File: config.mk
export PLATFORM = sky130hd
export DESIGN_NAME = rpn_stack_evaluator_unit_flat
export DESIGN_NICKNAME = d
export VERILOG_FILES = /design/src/hdl/rpnse_pkg.sv /design/src/hdl/rpnse_cmd_if.sv /design/src/hdl/rpnse_rsp_if.sv /design/src/hdl/rpn_stack_evaluator_unit.sv /design/src/hdl/rpnse_ram.sv /design/src/hdl/rpnse_alu.sv /design/src/flat_wrapper.sv
export SDC_FILE = /design/constraint.sdc
export NUM_CORES = 2
export LEC_CHECK = 0
export ABC_CLOCK_PERIOD_IN_PS = 6300
export BUFFER_PORTS_ARGS = -buffer_cell sky130_fd_sc_hd__buf_4
export CAP_MARGIN = 30
export CORE_MARGIN = 1.5
export CORE_UTILIZATION = 49
export CTS_BUF_LIST = sky130_fd_sc_hd__clkbuf_8
export CTS_CLUSTER_SIZE = 25
export DETAILED_ROUTE_END_ITERATION = 7
export PLACE_DENSITY = 0.73
export SYNTH_ARGS = -nofsm -noshare
export SYNTH_HDL_FRONTEND = slang
export SYNTH_SLANG_ARGS = --single-unit
File: constraint.sdc
create_clock -name clk -period 6.3 [get_ports clk]
set_clock_uncertainty 0.2 [all_clocks]
set_input_delay 1.575 -clock clk [delete_from_list [all_inputs] [get_ports clk]]
set_output_delay 1.575 -clock clk [all_outputs]
set_load 0.02 [all_outputs]
File: src/hdl/rpnse_pkg.sv
// Shared types and constants of the RPN stack evaluator.
// Holds field widths, status and mode codes, operator bytes and the ALU request type.
// No dependencies.
`default_nettype none

package rpnse_pkg;

	// default sizing of the stack and its datapath
	localparam int DEF_STACK_DEPTH = 64;
	localparam int DEF_DATA_WIDTH  = 32;

	// fixed field widths on the channels
	localparam int MODE_W    = 2;
	localparam int NUMBER_W  = 32;
	localparam int OPCHAR_W  = 8;
	localparam int STATUS_W  = 3;
	localparam int ENTRIES_W = 7;

	typedef enum logic [MODE_W-1:0] {
		MODE_PUSH  = 2'd0,
		MODE_APPLY = 2'd1,
		MODE_POP   = 2'd2
	} mode_t;

	typedef enum logic [STATUS_W-1:0] {
		ST_OK    = 3'd0,
		ST_DIV0  = 3'd1,
		ST_BADOP = 3'd2,
		ST_UNDER = 3'd3,
		ST_OVER  = 3'd4
	} status_t;

	// operator bytes (ASCII)
	localparam logic [OPCHAR_W-1:0] OP_ADD = 8'h70; // 'p'
	localparam logic [OPCHAR_W-1:0] OP_SUB = 8'h73; // 's'
	localparam logic [OPCHAR_W-1:0] OP_MUL = 8'h2A; // '*'
	localparam logic [OPCHAR_W-1:0] OP_DIV = 8'h2F; // '/'

	typedef enum logic [1:0] {
		ALU_ADD = 2'd0,
		ALU_SUB = 2'd1,
		ALU_MUL = 2'd2,
		ALU_DIV = 2'd3
	} alu_op_t;

	typedef struct packed {
		logic    start;
		alu_op_t op;
	} alu_req_t;

endpackage

`default_nettype wire

File: src/hdl/rpnse_cmd_if.sv
// Command channel of the RPN stack evaluator: valid/ready plus one command item.
// Depends on rpnse_pkg for the field widths.
`default_nettype none

interface rpnse_cmd_if
	import rpnse_pkg::*;
	();

	logic                       valid;
	logic                       ready;
	logic [MODE_W-1:0]          mode;
	logic signed [NUMBER_W-1:0] number;
	logic [OPCHAR_W-1:0]        operator_char;

	modport source (output valid, output mode, output number, output operator_char,
		input ready);
	modport sink (input valid, input mode, input number, input operator_char,
		output ready);

endinterface

`default_nettype wire

File: src/hdl/rpnse_rsp_if.sv
// Response channel of the RPN stack evaluator: valid/ready plus one result item.
// Depends on rpnse_pkg for the field widths.
`default_nettype none

interface rpnse_rsp_if
	import rpnse_pkg::*;
	();

	logic                       valid;
	logic                       ready;
	logic [STATUS_W-1:0]        status;
	logic signed [NUMBER_W-1:0] top_value;
	logic [ENTRIES_W-1:0]       entries;

	modport source (output valid, output status, output top_value, output entries,
		input ready);
	modport sink (input valid, input status, input top_value, input entries,
		output ready);

endinterface

`default_nettype wire

File: src/hdl/rpn_stack_evaluator_unit.sv
// Top level of the RPN stack evaluator: command decode, stack sequencer and result register.
// Depends on rpnse_pkg, rpnse_cmd_if, rpnse_rsp_if, rpnse_ram and rpnse_alu.
//
// Usage:
//   cmd (sink) takes one command per transfer: mode 0 pushes number, mode 1 applies
//   operator_char ('p' add, 's' subtract, '*' multiply, '/' truncating divide) to the
//   top two entries, mode 2 pops the final answer. rsp (source) returns exactly one
//   result per command: status, top_value (top after the step, or the popped answer)
//   and entries (stack depth after the step).
//   The stack lives in a RAM with a registered read; the top entry is kept in a flop.
//   Multiply and divide run one bit per cycle through the single shared adder in rpnse_alu.
//   One command is in flight at a time; cmd.ready is high only while the sequencer idles.
//   With rsp ready, the next command can be taken once the last result is loaded.
//   A finished result sits in the output register, so the next command is taken while
//   rsp is stalled; if that command finishes first it holds until the register frees.
//   Reset clears the stack depth and the output valid; stack contents are not
//   cleared and no entry above the depth is ever shown.
`default_nettype none

module rpn_stack_evaluator_unit
	import rpnse_pkg::*;
#(
	parameter int STACK_DEPTH = DEF_STACK_DEPTH,
	parameter int DATA_WIDTH  = DEF_DATA_WIDTH
) (
	input wire logic clk,
	input wire logic arst_n,
	rpnse_cmd_if.sink   cmd,
	rpnse_rsp_if.source rsp
);

	localparam int W    = DATA_WIDTH;
	localparam int AW   = $clog2(STACK_DEPTH);
	localparam int CNTW = $clog2(STACK_DEPTH + 1);

	typedef enum logic [3:0] {
		S_IDLE = 4'b0001,
		S_READ = 4'b0010,
		S_CALC = 4'b0100,
		S_FIN  = 4'b1000
	} state_t;

	// control
	state_t          state_q;
	logic [CNTW-1:0] count_q;
	logic            out_valid_q;

	// payload
	logic [W-1:0]         top_q;
	logic [W-1:0]         ans_q;
	status_t              status_q;
	logic                 popped_q;
	logic                 pop_pend_q;
	alu_op_t              aluop_q;
	status_t              out_status_q;
	logic [NUMBER_W-1:0]  out_top_q;
	logic [ENTRIES_W-1:0] out_entries_q;

	// decode of the command at the transfer
	status_t dec_status;
	state_t  dec_next;
	logic    dec_push, dec_pop, dec_read;
	alu_op_t dec_aluop;

	logic            acc;
	logic [CNTW-1:0] cm2;
	logic [W-1:0]    num_ext;
	logic [W-1:0]    ram_rdata;
	logic            ram_we;
	logic [AW-1:0]   ram_waddr;
	logic [W-1:0]    ram_wdata;
	alu_req_t        alu_req;
	logic            alu_done;
	logic [W-1:0]    alu_result;
	logic            calc_wr;
	logic            fin_load;
	logic [W-1:0]    shown;

	assign cmd.ready = (state_q == S_IDLE);
	assign acc       = cmd.valid && cmd.ready;
	assign cm2       = count_q - CNTW'(2);
	// sign-extend (or truncate) the fixed-width number to the stack width
	assign num_ext   = W'(cmd.number);

	always_comb begin
		dec_status = ST_OK;
		dec_next   = S_FIN;
		dec_push   = 1'b0;
		dec_pop    = 1'b0;
		dec_read   = 1'b0;
		dec_aluop  = ALU_ADD;
		unique case (cmd.mode)
			MODE_PUSH: begin
				if (count_q == CNTW'(STACK_DEPTH)) begin
					dec_status = ST_OVER;
				end else begin
					dec_push = 1'b1;
				end
			end
			MODE_APPLY: begin
				// underflow wins over a bad operator byte
				if (count_q < CNTW'(2)) begin
					dec_status = ST_UNDER;
				end else begin
					case (cmd.operator_char)
						OP_ADD: dec_aluop = ALU_ADD;
						OP_SUB: dec_aluop = ALU_SUB;
						OP_MUL: dec_aluop = ALU_MUL;
						OP_DIV: dec_aluop = ALU_DIV;
						default: dec_status = ST_BADOP;
					endcase
					if (dec_status == ST_OK && dec_aluop == ALU_DIV && top_q == '0) begin
						dec_status = ST_DIV0;
					end
					if (dec_status == ST_OK) begin
						// fetch the entry below the top, then run the ALU
						dec_read = 1'b1;
						dec_next = S_READ;
					end
				end
			end
			MODE_POP: begin
				if (count_q == '0) begin
					dec_status = ST_UNDER;
				end else begin
					dec_pop = 1'b1;
					// refill the cached top unless the stack empties
					if (count_q >= CNTW'(2)) begin
						dec_read = 1'b1;
						dec_next = S_READ;
					end
				end
			end
			default: dec_status = ST_BADOP;
		endcase
	end

	// stack RAM: push writes at the depth, an operator writes its result over the lower
	// operand; both reads fetch the entry just below the top
	assign calc_wr   = (state_q == S_CALC) && alu_done;
	assign ram_we    = (acc && dec_push) || calc_wr;
	assign ram_waddr = calc_wr ? cm2[AW-1:0] : count_q[AW-1:0];
	assign ram_wdata = calc_wr ? alu_result : num_ext;

	rpnse_ram #(
		.WIDTH (W),
		.DEPTH (STACK_DEPTH)
	) u_stack (
		.clk   (clk),
		.we    (ram_we),
		.waddr (ram_waddr),
		.wdata (ram_wdata),
		.re    (acc && dec_read),
		.raddr (cm2[AW-1:0]),
		.rdata (ram_rdata)
	);

	// a is the lower entry, b the cached top
	assign alu_req.start = (state_q == S_READ) && !pop_pend_q;
	assign alu_req.op    = aluop_q;

	rpnse_alu #(
		.DATA_WIDTH (W)
	) u_alu (
		.clk    (clk),
		.arst_n (arst_n),
		.req    (alu_req),
		.a      (ram_rdata),
		.b      (top_q),
		.done   (alu_done),
		.result (alu_result)
	);

	assign fin_load = (state_q == S_FIN) && (!out_valid_q || rsp.ready);

	// show the popped answer, else the top, else zero on an empty stack
	assign shown = popped_q ? ans_q : ((count_q == '0) ? '0 : top_q);

	// sequencer and depth counter
	always_ff @(posedge clk or negedge arst_n) begin
		if (!arst_n) begin
			state_q     <= S_IDLE;
			count_q     <= '0;
			out_valid_q <= 1'b0;
		end else begin
			unique case (state_q)
				S_IDLE: begin
					if (acc) begin
						state_q <= dec_next;
						if (dec_push) begin
							count_q <= count_q + CNTW'(1);
						end else if (dec_pop) begin
							count_q <= count_q - CNTW'(1);
						end
					end
				end
				S_READ: state_q <= pop_pend_q ? S_FIN : S_CALC;
				S_CALC: begin
					if (alu_done) begin
						count_q <= count_q - CNTW'(1);
						state_q <= S_FIN;
					end
				end
				S_FIN: begin
					if (fin_load) begin
						state_q <= S_IDLE;
					end
				end
				default: state_q <= S_IDLE;
			endcase

			if (fin_load) begin
				out_valid_q <= 1'b1;
			end else if (rsp.ready) begin
				out_valid_q <= 1'b0;
			end
		end
	end

	// payload registers
	always_ff @(posedge clk) begin
		if (acc) begin
			status_q   <= dec_status;
			popped_q   <= dec_pop;
			pop_pend_q <= dec_pop;
			aluop_q    <= dec_aluop;
			ans_q      <= top_q;
			if (dec_push) begin
				top_q <= num_ext;
			end
		end
		// pop: the entry below becomes the cached top
		if (state_q == S_READ && pop_pend_q) begin
			top_q <= ram_rdata;
		end
		if (calc_wr) begin
			top_q <= alu_result;
		end
		if (fin_load) begin
			out_status_q  <= status_q;
			out_top_q     <= NUMBER_W'(shown);
			out_entries_q <= ENTRIES_W'(count_q);
		end
	end

	assign rsp.valid     = out_valid_q;
	assign rsp.status    = out_status_q;
	assign rsp.top_value = out_top_q;
	assign rsp.entries   = out_entries_q;

	// depth never passes the stack size
	a_depth_bound: assert property (@(posedge clk) disable iff (!arst_n)
		count_q <= CNTW'(STACK_DEPTH))
		else $error("stack depth beyond capacity");

	// a push into a stack with room grows it by one
	a_push_grows: assert property (@(posedge clk) disable iff (!arst_n)
		(acc && cmd.mode == MODE_PUSH && count_q != CNTW'(STACK_DEPTH))
		|=> count_q == $past(count_q) + CNTW'(1))
		else $error("push did not grow the stack");

	// the ALU only finishes while the sequencer waits for it
	a_alu_done_calc: assert property (@(posedge clk) disable iff (!arst_n)
		alu_done |-> state_q == S_CALC)
		else $error("ALU result with no operator pending");

	// every transfer leaves idle, so no command is dropped
	a_accept_busy: assert property (@(posedge clk) disable iff (!arst_n)
		acc |=> state_q != S_IDLE)
		else $error("command taken but sequencer stayed idle");

	// a result is loaded only from the finish state
	a_load_from_fin: assert property (@(posedge clk) disable iff (!arst_n)
		$rose(out_valid_q) |-> $past(state_q) == S_FIN)
		else $error("result register loaded outside finish");

endmodule

`default_nettype wire

File: src/hdl/rpnse_ram.sv
// Generic single-write, single-read RAM with registered read data.
// No dependencies.
`default_nettype none

module rpnse_ram #(
	parameter int WIDTH = 32,
	parameter int DEPTH = 64
) (
	input  wire logic                     clk,
	input  wire logic                     we,
	input  wire logic [$clog2(DEPTH)-1:0] waddr,
	input  wire logic [WIDTH-1:0]         wdata,
	input  wire logic                     re,
	input  wire logic [$clog2(DEPTH)-1:0] raddr,
	output      logic [WIDTH-1:0]         rdata
);

	logic [WIDTH-1:0] mem [DEPTH];

	always_ff @(posedge clk) begin
		if (we) begin
			mem[waddr] <= wdata;
		end
		if (re) begin
			rdata <= mem[raddr];
		end
	end

endmodule

`default_nettype wire

File: src/hdl/rpnse_alu.sv
// Iterative ALU of the RPN stack evaluator: one shared adder serves add, subtract,
// shift-add multiply, sign fixes and restoring divide. Depends on rpnse_pkg.
`default_nettype none

module rpnse_alu
	import rpnse_pkg::*;
#(
	parameter int DATA_WIDTH = DEF_DATA_WIDTH
) (
	input  wire logic                  clk,
	input  wire logic                  arst_n,
	input  wire alu_req_t              req,
	input  wire logic [DATA_WIDTH-1:0] a,
	input  wire logic [DATA_WIDTH-1:0] b,
	output      logic                  done,
	output      logic [DATA_WIDTH-1:0] result
);

	localparam int W  = DATA_WIDTH;
	localparam int CW = $clog2(W);

	typedef enum logic [5:0] {
		P_IDLE = 6'b000001,
		P_ONE  = 6'b000010,
		P_NEGA = 6'b000100,
		P_NEGB = 6'b001000,
		P_LOOP = 6'b010000,
		P_FIX  = 6'b100000
	} phase_t;

	phase_t        phase_q;
	alu_op_t       op_q;
	logic [CW-1:0] cnt_q;
	logic          done_q;
	logic          neg_q;
	logic [W-1:0]  x_q;   // accumulator / partial remainder
	logic [W-1:0]  y_q;   // multiplicand / divisor
	logic [W-1:0]  z_q;   // multiplier bits / dividend shifting into quotient
	logic [W-1:0]  res_q;

	logic [W-1:0] opx, opy, rem_sh, sum;
	logic         sub, cout;

	assign rem_sh = {x_q[W-2:0], z_q[W-1]};

	// shared adder operand select
	always_comb begin
		opx = '0;
		opy = '0;
		sub = 1'b0;
		unique case (phase_q)
			P_ONE: begin
				opx = x_q;
				opy = y_q;
				sub = (op_q == ALU_SUB);
			end
			P_LOOP: begin
				if (op_q == ALU_DIV) begin
					opx = rem_sh;
					opy = y_q;
					sub = 1'b1;
				end else begin
					opx = x_q;
					opy = z_q[0] ? y_q : '0;
				end
			end
			P_NEGA, P_FIX: begin
				opy = z_q;
				sub = 1'b1;
			end
			P_NEGB: begin
				opy = y_q;
				sub = 1'b1;
			end
			default: begin
				opx = '0;
			end
		endcase
	end

	assign {cout, sum} = {1'b0, opx} + {1'b0, (sub ? ~opy : opy)} + (W+1)'(sub);

	// sequencer
	always_ff @(posedge clk or negedge arst_n) begin
		if (!arst_n) begin
			phase_q <= P_IDLE;
			done_q  <= 1'b0;
			cnt_q   <= '0;
		end else begin
			done_q <= 1'b0;
			unique case (phase_q)
				P_IDLE: begin
					cnt_q <= CW'(W - 1);
					if (req.start) begin
						unique case (req.op)
							ALU_ADD, ALU_SUB: phase_q <= P_ONE;
							ALU_MUL:          phase_q <= P_LOOP;
							default:          phase_q <= P_NEGA;
						endcase
					end
				end
				P_ONE: begin
					phase_q <= P_IDLE;
					done_q  <= 1'b1;
				end
				P_NEGA: phase_q <= P_NEGB;
				P_NEGB: phase_q <= P_LOOP;
				P_LOOP: begin
					cnt_q <= cnt_q - CW'(1);
					if (cnt_q == '0) begin
						if (op_q == ALU_DIV) begin
							phase_q <= P_FIX;
						end else begin
							phase_q <= P_IDLE;
							done_q  <= 1'b1;
						end
					end
				end
				P_FIX: begin
					phase_q <= P_IDLE;
					done_q  <= 1'b1;
				end
				default: phase_q <= P_IDLE;
			endcase
		end
	end

	// datapath
	always_ff @(posedge clk) begin
		unique case (phase_q)
			P_IDLE: begin
				if (req.start) begin
					op_q  <= req.op;
					neg_q <= a[W-1] ^ b[W-1];
					unique case (req.op)
						ALU_ADD, ALU_SUB: begin
							x_q <= a;
							y_q <= b;
						end
						ALU_MUL: begin
							x_q <= '0;
							y_q <= a;
							z_q <= b;
						end
						default: begin
							x_q <= '0;
							y_q <= b;
							z_q <= a;
						end
					endcase
				end
			end
			P_ONE: res_q <= sum;
			P_NEGA: begin
				if (z_q[W-1]) begin
					z_q <= sum;
				end
			end
			P_NEGB: begin
				if (y_q[W-1]) begin
					y_q <= sum;
				end
			end
			P_LOOP: begin
				if (op_q == ALU_DIV) begin
					x_q <= cout ? sum : rem_sh;
					z_q <= {z_q[W-2:0], cout};
				end else begin
					x_q   <= sum;
					y_q   <= {y_q[W-2:0], 1'b0};
					z_q   <= {1'b0, z_q[W-1:1]};
					res_q <= sum;
				end
			end
			P_FIX: res_q <= neg_q ? sum : z_q;
			default: res_q <= res_q;
		endcase
	end

	assign done   = done_q;
	assign result = res_q;

endmodule

`default_nettype wire
File: src/flat_wrapper.sv
// flat-port wrapper written by rule: the top's interface ports become plain ports
module rpn_stack_evaluator_unit_flat import rpnse_pkg::*;
#(
	parameter int STACK_DEPTH = DEF_STACK_DEPTH,
	parameter int DATA_WIDTH  = DEF_DATA_WIDTH
)
  (clk, arst_n, cmd_valid, cmd_mode, cmd_number, cmd_operator_char, cmd_ready, rsp_valid, rsp_status, rsp_top_value, rsp_entries, rsp_ready);
  rpnse_cmd_if cmd_i ();
  rpnse_rsp_if rsp_i ();
  input wire logic clk;
  input wire logic arst_n;
  input wire logic [$bits(cmd_i.valid)-1:0] cmd_valid;
  input wire logic [$bits(cmd_i.mode)-1:0] cmd_mode;
  input wire logic [$bits(cmd_i.number)-1:0] cmd_number;
  input wire logic [$bits(cmd_i.operator_char)-1:0] cmd_operator_char;
  output wire logic [$bits(cmd_i.ready)-1:0] cmd_ready;
  output wire logic [$bits(rsp_i.valid)-1:0] rsp_valid;
  output wire logic [$bits(rsp_i.status)-1:0] rsp_status;
  output wire logic [$bits(rsp_i.top_value)-1:0] rsp_top_value;
  output wire logic [$bits(rsp_i.entries)-1:0] rsp_entries;
  input wire logic [$bits(rsp_i.ready)-1:0] rsp_ready;
  assign cmd_i.valid = cmd_valid;
  assign cmd_i.mode = cmd_mode;
  assign cmd_i.number = cmd_number;
  assign cmd_i.operator_char = cmd_operator_char;
  assign cmd_ready = cmd_i.ready;
  assign rsp_valid = rsp_i.valid;
  assign rsp_status = rsp_i.status;
  assign rsp_top_value = rsp_i.top_value;
  assign rsp_entries = rsp_i.entries;
  assign rsp_i.ready = rsp_ready;
  rpn_stack_evaluator_unit #(.STACK_DEPTH(STACK_DEPTH), .DATA_WIDTH(DATA_WIDTH)) u_core (.clk(clk), .arst_n(arst_n), .cmd(cmd_i), .rsp(rsp_i));
endmodule
After elaboration in Yosys (flattened, before gate mapping):

Memory sizes are Yosys's and may differ from the RTL's. A register that Yosys moved wholly into a read port is not among the register bits.
Index checks and enable logic that the tools add are counted.

* add/subtract/negate cells: 6
* magnitude comparators: 2
* equality and inequality tests: 32
* multiplexer cells: 84
* bitwise logic cells: 3
* reductions and logical operators: 46

Operators with widths (number)
* 32-bit two-way mux: 24
* 32-bit one-hot mux with 3 select lines: 4
* 32-bit one-hot mux with 2 select lines: 3
* 32-bit by 32-bit adder with 33-bit output: 1
* 33-bit by 1-bit adder with 33-bit output: 1
* 32-bit logical NOT: 1
* 4-bit two-way mux: 8
* 32-bit NOT: 1
* 7-bit two-way mux: 4
* 6-bit two-way mux: 4
* 6-bit one-hot mux with 4 select lines: 1
* 3-bit two-way mux: 7
* 5-bit one-hot mux with 2 select lines: 2
* 8-bit by 6-bit == test with 1-bit output, second input constant: 2
* 8-bit by 7-bit == test with 1-bit output, second input constant: 2
* 4-bit one-hot mux with 4 select lines: 1
* 1-bit two-way mux: 15
* 3-bit nonzero test: 5
* 2-bit != test, second input constant: 7
* 7-bit one-hot mux with 2 select lines: 1
* 4-bit AND reduction: 3
* 2-bit AND reduction: 5
* 2-bit OR reduction: 5
* 1-bit logical AND: 9
* 39 further kinds: 57

* register bits: 267
* bits in writable memories: 2048
* bits of input ports: 46
* output and inout port bits: 44
* logic and storage cells: 196
* memories kept: 1

Memory list
* u_core.u_stack.mem: depth 64, width 32, rd ports 1, clocked after memory_dff 1, write ports 1, line rpnse_ram.sv:18 `logic [WIDTH-1:0] mem [DEPTH];`

Logic depth before layout (Yosys ltp):

* word-level depth: 17
* gate-level depth with buffers: 20
* depth with buffers taken out: 16

Modules after synthesis:

A second synthesis with hierarchy kept.

* cell total of the unflattened synthesis: 4963
* area, all modules: 95520.4 sq um

By module, submodules not included
* rpnse_ram: times used 1, cells each 3324, area each 78835.6 sq um, seq. area each 62459.9 sq um
* rpnse_alu: times used 1, cells each 1078, area each 10583.9 sq um, seq. area each 4235.3 sq um
* rpn_stack_evaluator_unit: times used 1, cells each 561, area each 6100.9 sq um, seq. area each 3664.8 sq um

Least setup slack after synthesis:

OpenSTA, ideal clock, no wires.

* path type: flip-flop to flip-flop
* from: reg u_core.count_q[1]
* to: mem u_core.u_stack.mem[37][0], enable pin
* setup time: 421 ps
* arrival time: 5534 ps
* required time: 5679 ps
* setup slack: 145 ps
* stages on the path, launching flop included: 17
* path buffers: 8
* clock period less this slack: 6155 ps
* path through: dfrtp_1 clkbuf_1 clkbuf_1 clkbuf_1 clkbuf_1 clkbuf_1 inv_1 ha_1 nand2b_1 clkbuf_1 and2_1 clkbuf_1 clkbuf_1 nand2_1 o32ai_1 nand2_1 nor2_1

* cells in the longest elaborated chain, start to end: 7
* elaborated cells between the ends (all ways): 9
* those cells by class: add/sub: 1; eq/ne: 1; mux: 5; reduce/logical: 2

Ends and longest elaborated chain
* from (decl): line rpn_stack_evaluator_unit.sv:45 `logic [CNTW-1:0] count_q;`
* from (signal assigned): line rpn_stack_evaluator_unit.sv:191 `count_q <= count_q + CNTW'(1);`
* from (signal assigned): line rpn_stack_evaluator_unit.sv:193 `count_q <= count_q - CNTW'(1);`
* from (signal assigned): line rpn_stack_evaluator_unit.sv:200 `count_q <= count_q - CNTW'(1);`
* 7-bit == test: line rpn_stack_evaluator_unit.sv:94 `if (count_q == CNTW'(STACK_DEPTH)) begin`
* 1-bit two-way mux: line rpn_stack_evaluator_unit.sv:94
* 1-bit two-way mux: line rpn_stack_evaluator_unit.sv:92 `unique case (cmd.mode)`
* 1-bit logical AND: line rpn_stack_evaluator_unit.sv:141 `assign ram_we = (acc && dec_push) || calc_wr;`
* 1-bit logical OR: line rpn_stack_evaluator_unit.sv:141
* 1-bit two-way mux: line rpnse_ram.sv:21 `if (we) begin`
* 1-bit two-way mux (implied by the code): line rpnse_ram.sv:22 `mem[waddr] <= wdata;`
* to (decl): line rpnse_ram.sv:18

Several ways; a longest one is shown, not always the timed one.

Worst setup path in the final report:

* from: reg u_core.u_alu.phase_q[1]
* to: reg u_core.u_alu.x_q[9] (data pin)

* cells in the longest elaborated chain, start to end: 10
* elaborated cells between the ends (all ways): 19
* those cells by class: add/sub: 2; eq/ne: 6; mux: 7; bitwise: 1; reduce/logical: 3

Ends and longest elaborated chain
* from (decl): line rpnse_alu.sv:31 `phase_t phase_q;`
* from (signal assigned): line rpnse_alu.sv:86 `phase_q <= P_IDLE;`
* from (signal assigned): line rpnse_alu.sv:96 `ALU_ADD, ALU_SUB: phase_q <= P_ONE;`
* from (signal assigned): line rpnse_alu.sv:97 `ALU_MUL: phase_q <= P_LOOP;`
* 6-bit by 4-bit == test with 1-bit output, or another cell as far along: line rpnse_alu.sv:51 `unique case (phase_q)`
* 2-bit OR reduction, on equally long branches
* 32-bit one-hot mux with 3 select lines: line rpnse_alu.sv:51
* 32-bit NOT: line rpnse_alu.sv:81 `assign {cout, sum} = {1'b0, opx} + {1'b0, (sub ? ~opy : opy)} + (W+1)'(sub);`
* 32-bit two-way mux: line rpnse_alu.sv:81
* 32-bit by 32-bit adder with 33-bit output: line rpnse_alu.sv:81
* 33-bit by 1-bit adder with 33-bit output: line rpnse_alu.sv:81
* 32-bit two-way mux: line rpnse_alu.sv:166 `x_q <= cout ? sum : rem_sh;`
* 32-bit two-way mux: line rpnse_alu.sv:165 `if (op_q == ALU_DIV) begin`
* 32-bit one-hot mux with 2 select lines (*): line rpnse_alu.sv:130 `unique case (phase_q)`
* to (signal assigned): line rpnse_alu.sv:166
* to (signal assigned): line rpnse_alu.sv:169 `x_q <= sum;`
* to (decl): line rpnse_alu.sv:36 `logic [W-1:0] x_q;`

Mark *: on every way between the ends. The rest lies on a longest branch, timed or not.
A chain may end at the register's enable or synchronous reset.

==> out/summary.txt <==
CP Max Fanout: 20
vias in the first global route: 50,300
outcome: finished, final reports clean
Seq pwr share: 0.432
share of layout cells above drive strength 1: 0.278
Setup Fix Bufs, Post-CTS: 0
crit path from: u_core.u_alu.phase_q[1]
root buffer cell: clkbuf_8
port bufs: 89
final slew viol count: 0
CTS max path bufs: 4
ANT nets after route: 0
Pre-antenna DRT Iters: 7
clock power share: 0.282
detail-routed net length per standard cell: 31.3 µm
Reg area: 0.0704 mm²
setup TNS: 0 ns
IO Pins: 90
max_cap viols: 0
Slew Limit Headroom: 0.265
CP Capture Type: register
first-pass GRT wire length: 357,000 µm
Seq/Total Area, Yosys: 0.739
worst min-delay path category: register to register
Sw Share: 0.304
worst-margin pin slew: 1.10 ns
CTS H-tree lvls: 5
Total GRT Usage: 0.253
Pwr Density: 385 mW/mm²
most common cell in the synthesized netlist: edfxtp_1
switching pwr: 12.5 mW
initial antenna violation count: 20
hold path startpoint: u_core.status_q[2]
critical path arrival: 6.61 ns
RSZ-0062 raised after global routing: no
die area: 0.197 mm²
multi-input logic area: 0.0244 mm²
detailed-route wire length: 249,000 µm
synth cell count leaders: edfxtp_1 (2,323), mux4_2 (662), nand2_1 (451)
fin nets: 5,248
fill cell count: 14,100
maximum operating frequency: 167 MHz
Int Pwr: 28.7 mW
syn avg cell area: 19.9 µm²
Starting Density: 0.494
Rows: 161
Peak VDD IR: 336 µV
Final setup viols: 0
Final Hold Fails: 0
largest net degree at the start of global routing: 129
Via-to-Cell Ratio: 6.38
Yosys reg bits: 2,347
FFs w/ async S/R, synth: 0.0102
grt ovf: 0
number of flops mapped to enable cells by yosys: 2,323
combinational power share: 0.286
final period utilization: 0.949
chip height: 444 µm
global placement routability congestion: 0.944
Clk pin slew, worst setup/hold paths: 0.06 ns
Netlist cell types: 81
CTS tree: built
Setup CP Type: register to register
vias: 50,800
Mapped Area: 0.0952 mm²
post-route DRC violation count: 0
total CTS buffers: 380
crit start category: register
worst r2r src: u_core.u_alu.phase_q[1]
synthesized net count: 4,871
Lkg Pwr: 34.8 nW
synth warn: 0
core area: 0.193 mm²
Worst Path Required: 6.93 ns
Cells after Synth: 4,781
Skew-Pair Late Insertion Delay: 1.07 ns
Synth Flop Type: edfxtp_1
Final Core Density: 0.556
Post-DP HPWL: 147,000 µm
Synth top area share: 0.733
Resize count post-CTS: 0
fin crit period: 5.98 ns
CTS Hold Bufs: 0
die width: 444 µm
First DRT Iteration DRCs: 6,810
area delta synth->final: 12.6%
top cell type by total area after synthesis: edfxtp_1
# clock sinks: 2,347
main area contributors after synthesis: edfxtp_1 (73%), mux4_2 (16%), nand2_1 (1.8%), mux2i_1 (0.96%), clkbuf_1 (0.80%)
==> metrics by stage <==
step           std cells  hold slack [ns]  setup slack [ns]  instance area [µm²]  power (mW)
2_1_floorplan       4781            0.200             0.145                95200        25.6
3_3_place_gp        7283            0.207             0.440               100000        29.9
3_5_place_dp        7299            0.210             0.329               101000        30.0
4_1_cts             7954            0.222             0.267               107000        41.5
5_1_grt             7959            0.238            0.0152               107000        42.6
6_report            7964            0.218             0.322               107000        41.3
==> flip-flops by register name, indices dropped and copies added, names as in the netlist, 2 cells and up <==
signal	cells
u_core.rsp.top_value	32
u_core.u_alu.op_q	2
u_core.ans_q	32
u_core.top_q	32
u_core.u_alu.z_q	32
u_core.count_q	7
u_core.state_q	4
u_core.u_alu.y_q	32
u_core.u_alu.x_q	32
u_core.rsp.entries	7
u_core.u_stack.mem	2048
u_core.u_alu.cnt_q	5
u_core.status_q	3
u_core.u_stack.rdata	32
u_core.aluop_q	2
u_core.rsp.status	3
u_core.u_alu.phase_q	6
u_core.u_alu.result	32
==> power by group through the flow <==
stage	Clock (mW)	Combinational (mW)	Sequential [mW]
6_report	11.6	11.8	17.8
5_1_grt	12.4	12.3	17.8
4_1_cts	11.8	11.9	17.8
3_5_place_dp	0	11.9	18.1
3_3_place_gp	0	11.7	18.1
2_1_floorplan	0	7.68	18.0
==> cell families (layout without fill, tap and decap cells) <==
family,after synthesis,count (layout),share of synthesized area
buf+inv,302,952,0.0121
simple gates,770,770,0.0358
mux,756,756,0.167
flops,2347,2347,0.739
other cells,0,7,0
xor+xnor,76,76,0.00707
fa+ha+maj,44,44,0.00586
compound gates,486,486,0.0335
==> layout by cell type (no fill, tap or decap), drive strengths merged, types with 5 or more instances in the layout <==
cell type and instances:
a211oi 13, a21o 7, a21oi 107, a221o 19, a221oi 5, a22o 34, a22oi 31, a31oi 26
and2 25, and3 6, buf 269, clkbuf 387, clkinv 134, clkinvlp 6, dfrtp 22, diode 7
edfxtp 2323, ha 43, inv 152, mux2i 91, mux4 662, nand2 451, nand2b 12, nand3 24
nand3b 37, nand4 9, nor2 141, nor2b 6, nor3 13, nor3b 5, nor4 17, o211ai 7
o21a 10, o21ai 159, o21bai 5, o221ai 24, xnor2 64, xor2 12
==> worst max-delay path, cell delays in order, from the launching register on <==
cell	delay [ns]
dfrtp_1	0.51
or4b_4	0.64
or3_2	0.50
o21bai_2	0.21
buf_4	0.31
a22oi_1	0.13
xnor2_1	0.15
ha_1	0.38
nor2b_1	0.21
o2111ai_1	0.20
a31oi_2	0.35
o211ai_1	0.25
a211oi_1	0.37
a221oi_1	0.20
o21ai_4	0.43
nand2_1	0.40
o221ai_1	0.33
==> metal layers <==
metal / track usage / part of all wire
met3: 0.0524 / 0.099
met2: 0.406 / 0.49
met1: 0.345 / 0.38
met4: 0.0901 / 0.033
met5: 0 / 0.000044
==> final timing paths <==
kind / endpoint / slack [ns] / cells past startpoint
setup reg to reg: u_core.u_alu.x_q[9] / 0.32 / 16
hold / removal: u_core.rsp.status[2] / 0.22 / 0
setup / recovery: u_core.u_alu.x_q[9] / 0.32 / 16
min in group asynchronous: u_core.u_alu.phase_q[2] / 0.29 / 1
hold reg to reg: u_core.rsp.status[2] / 0.22 / 0
max in group asynchronous: u_core.count_q[1] / 5.22 / 1
==> layout make-up <==
cell class,count,area share
Sequential cell,2347,0.657
Multi-Input combinational cell,2132,0.227
Clock buffer,387,0.0497
Tap cell,2526,0.0295
Timing Repair Buffer,269,0.0243
Clock inverter,268,0.0112
Inverter,28,0.000981
Antenna cell,7,0.000163
Note: power is estimated with default switching activity, not from simulation.
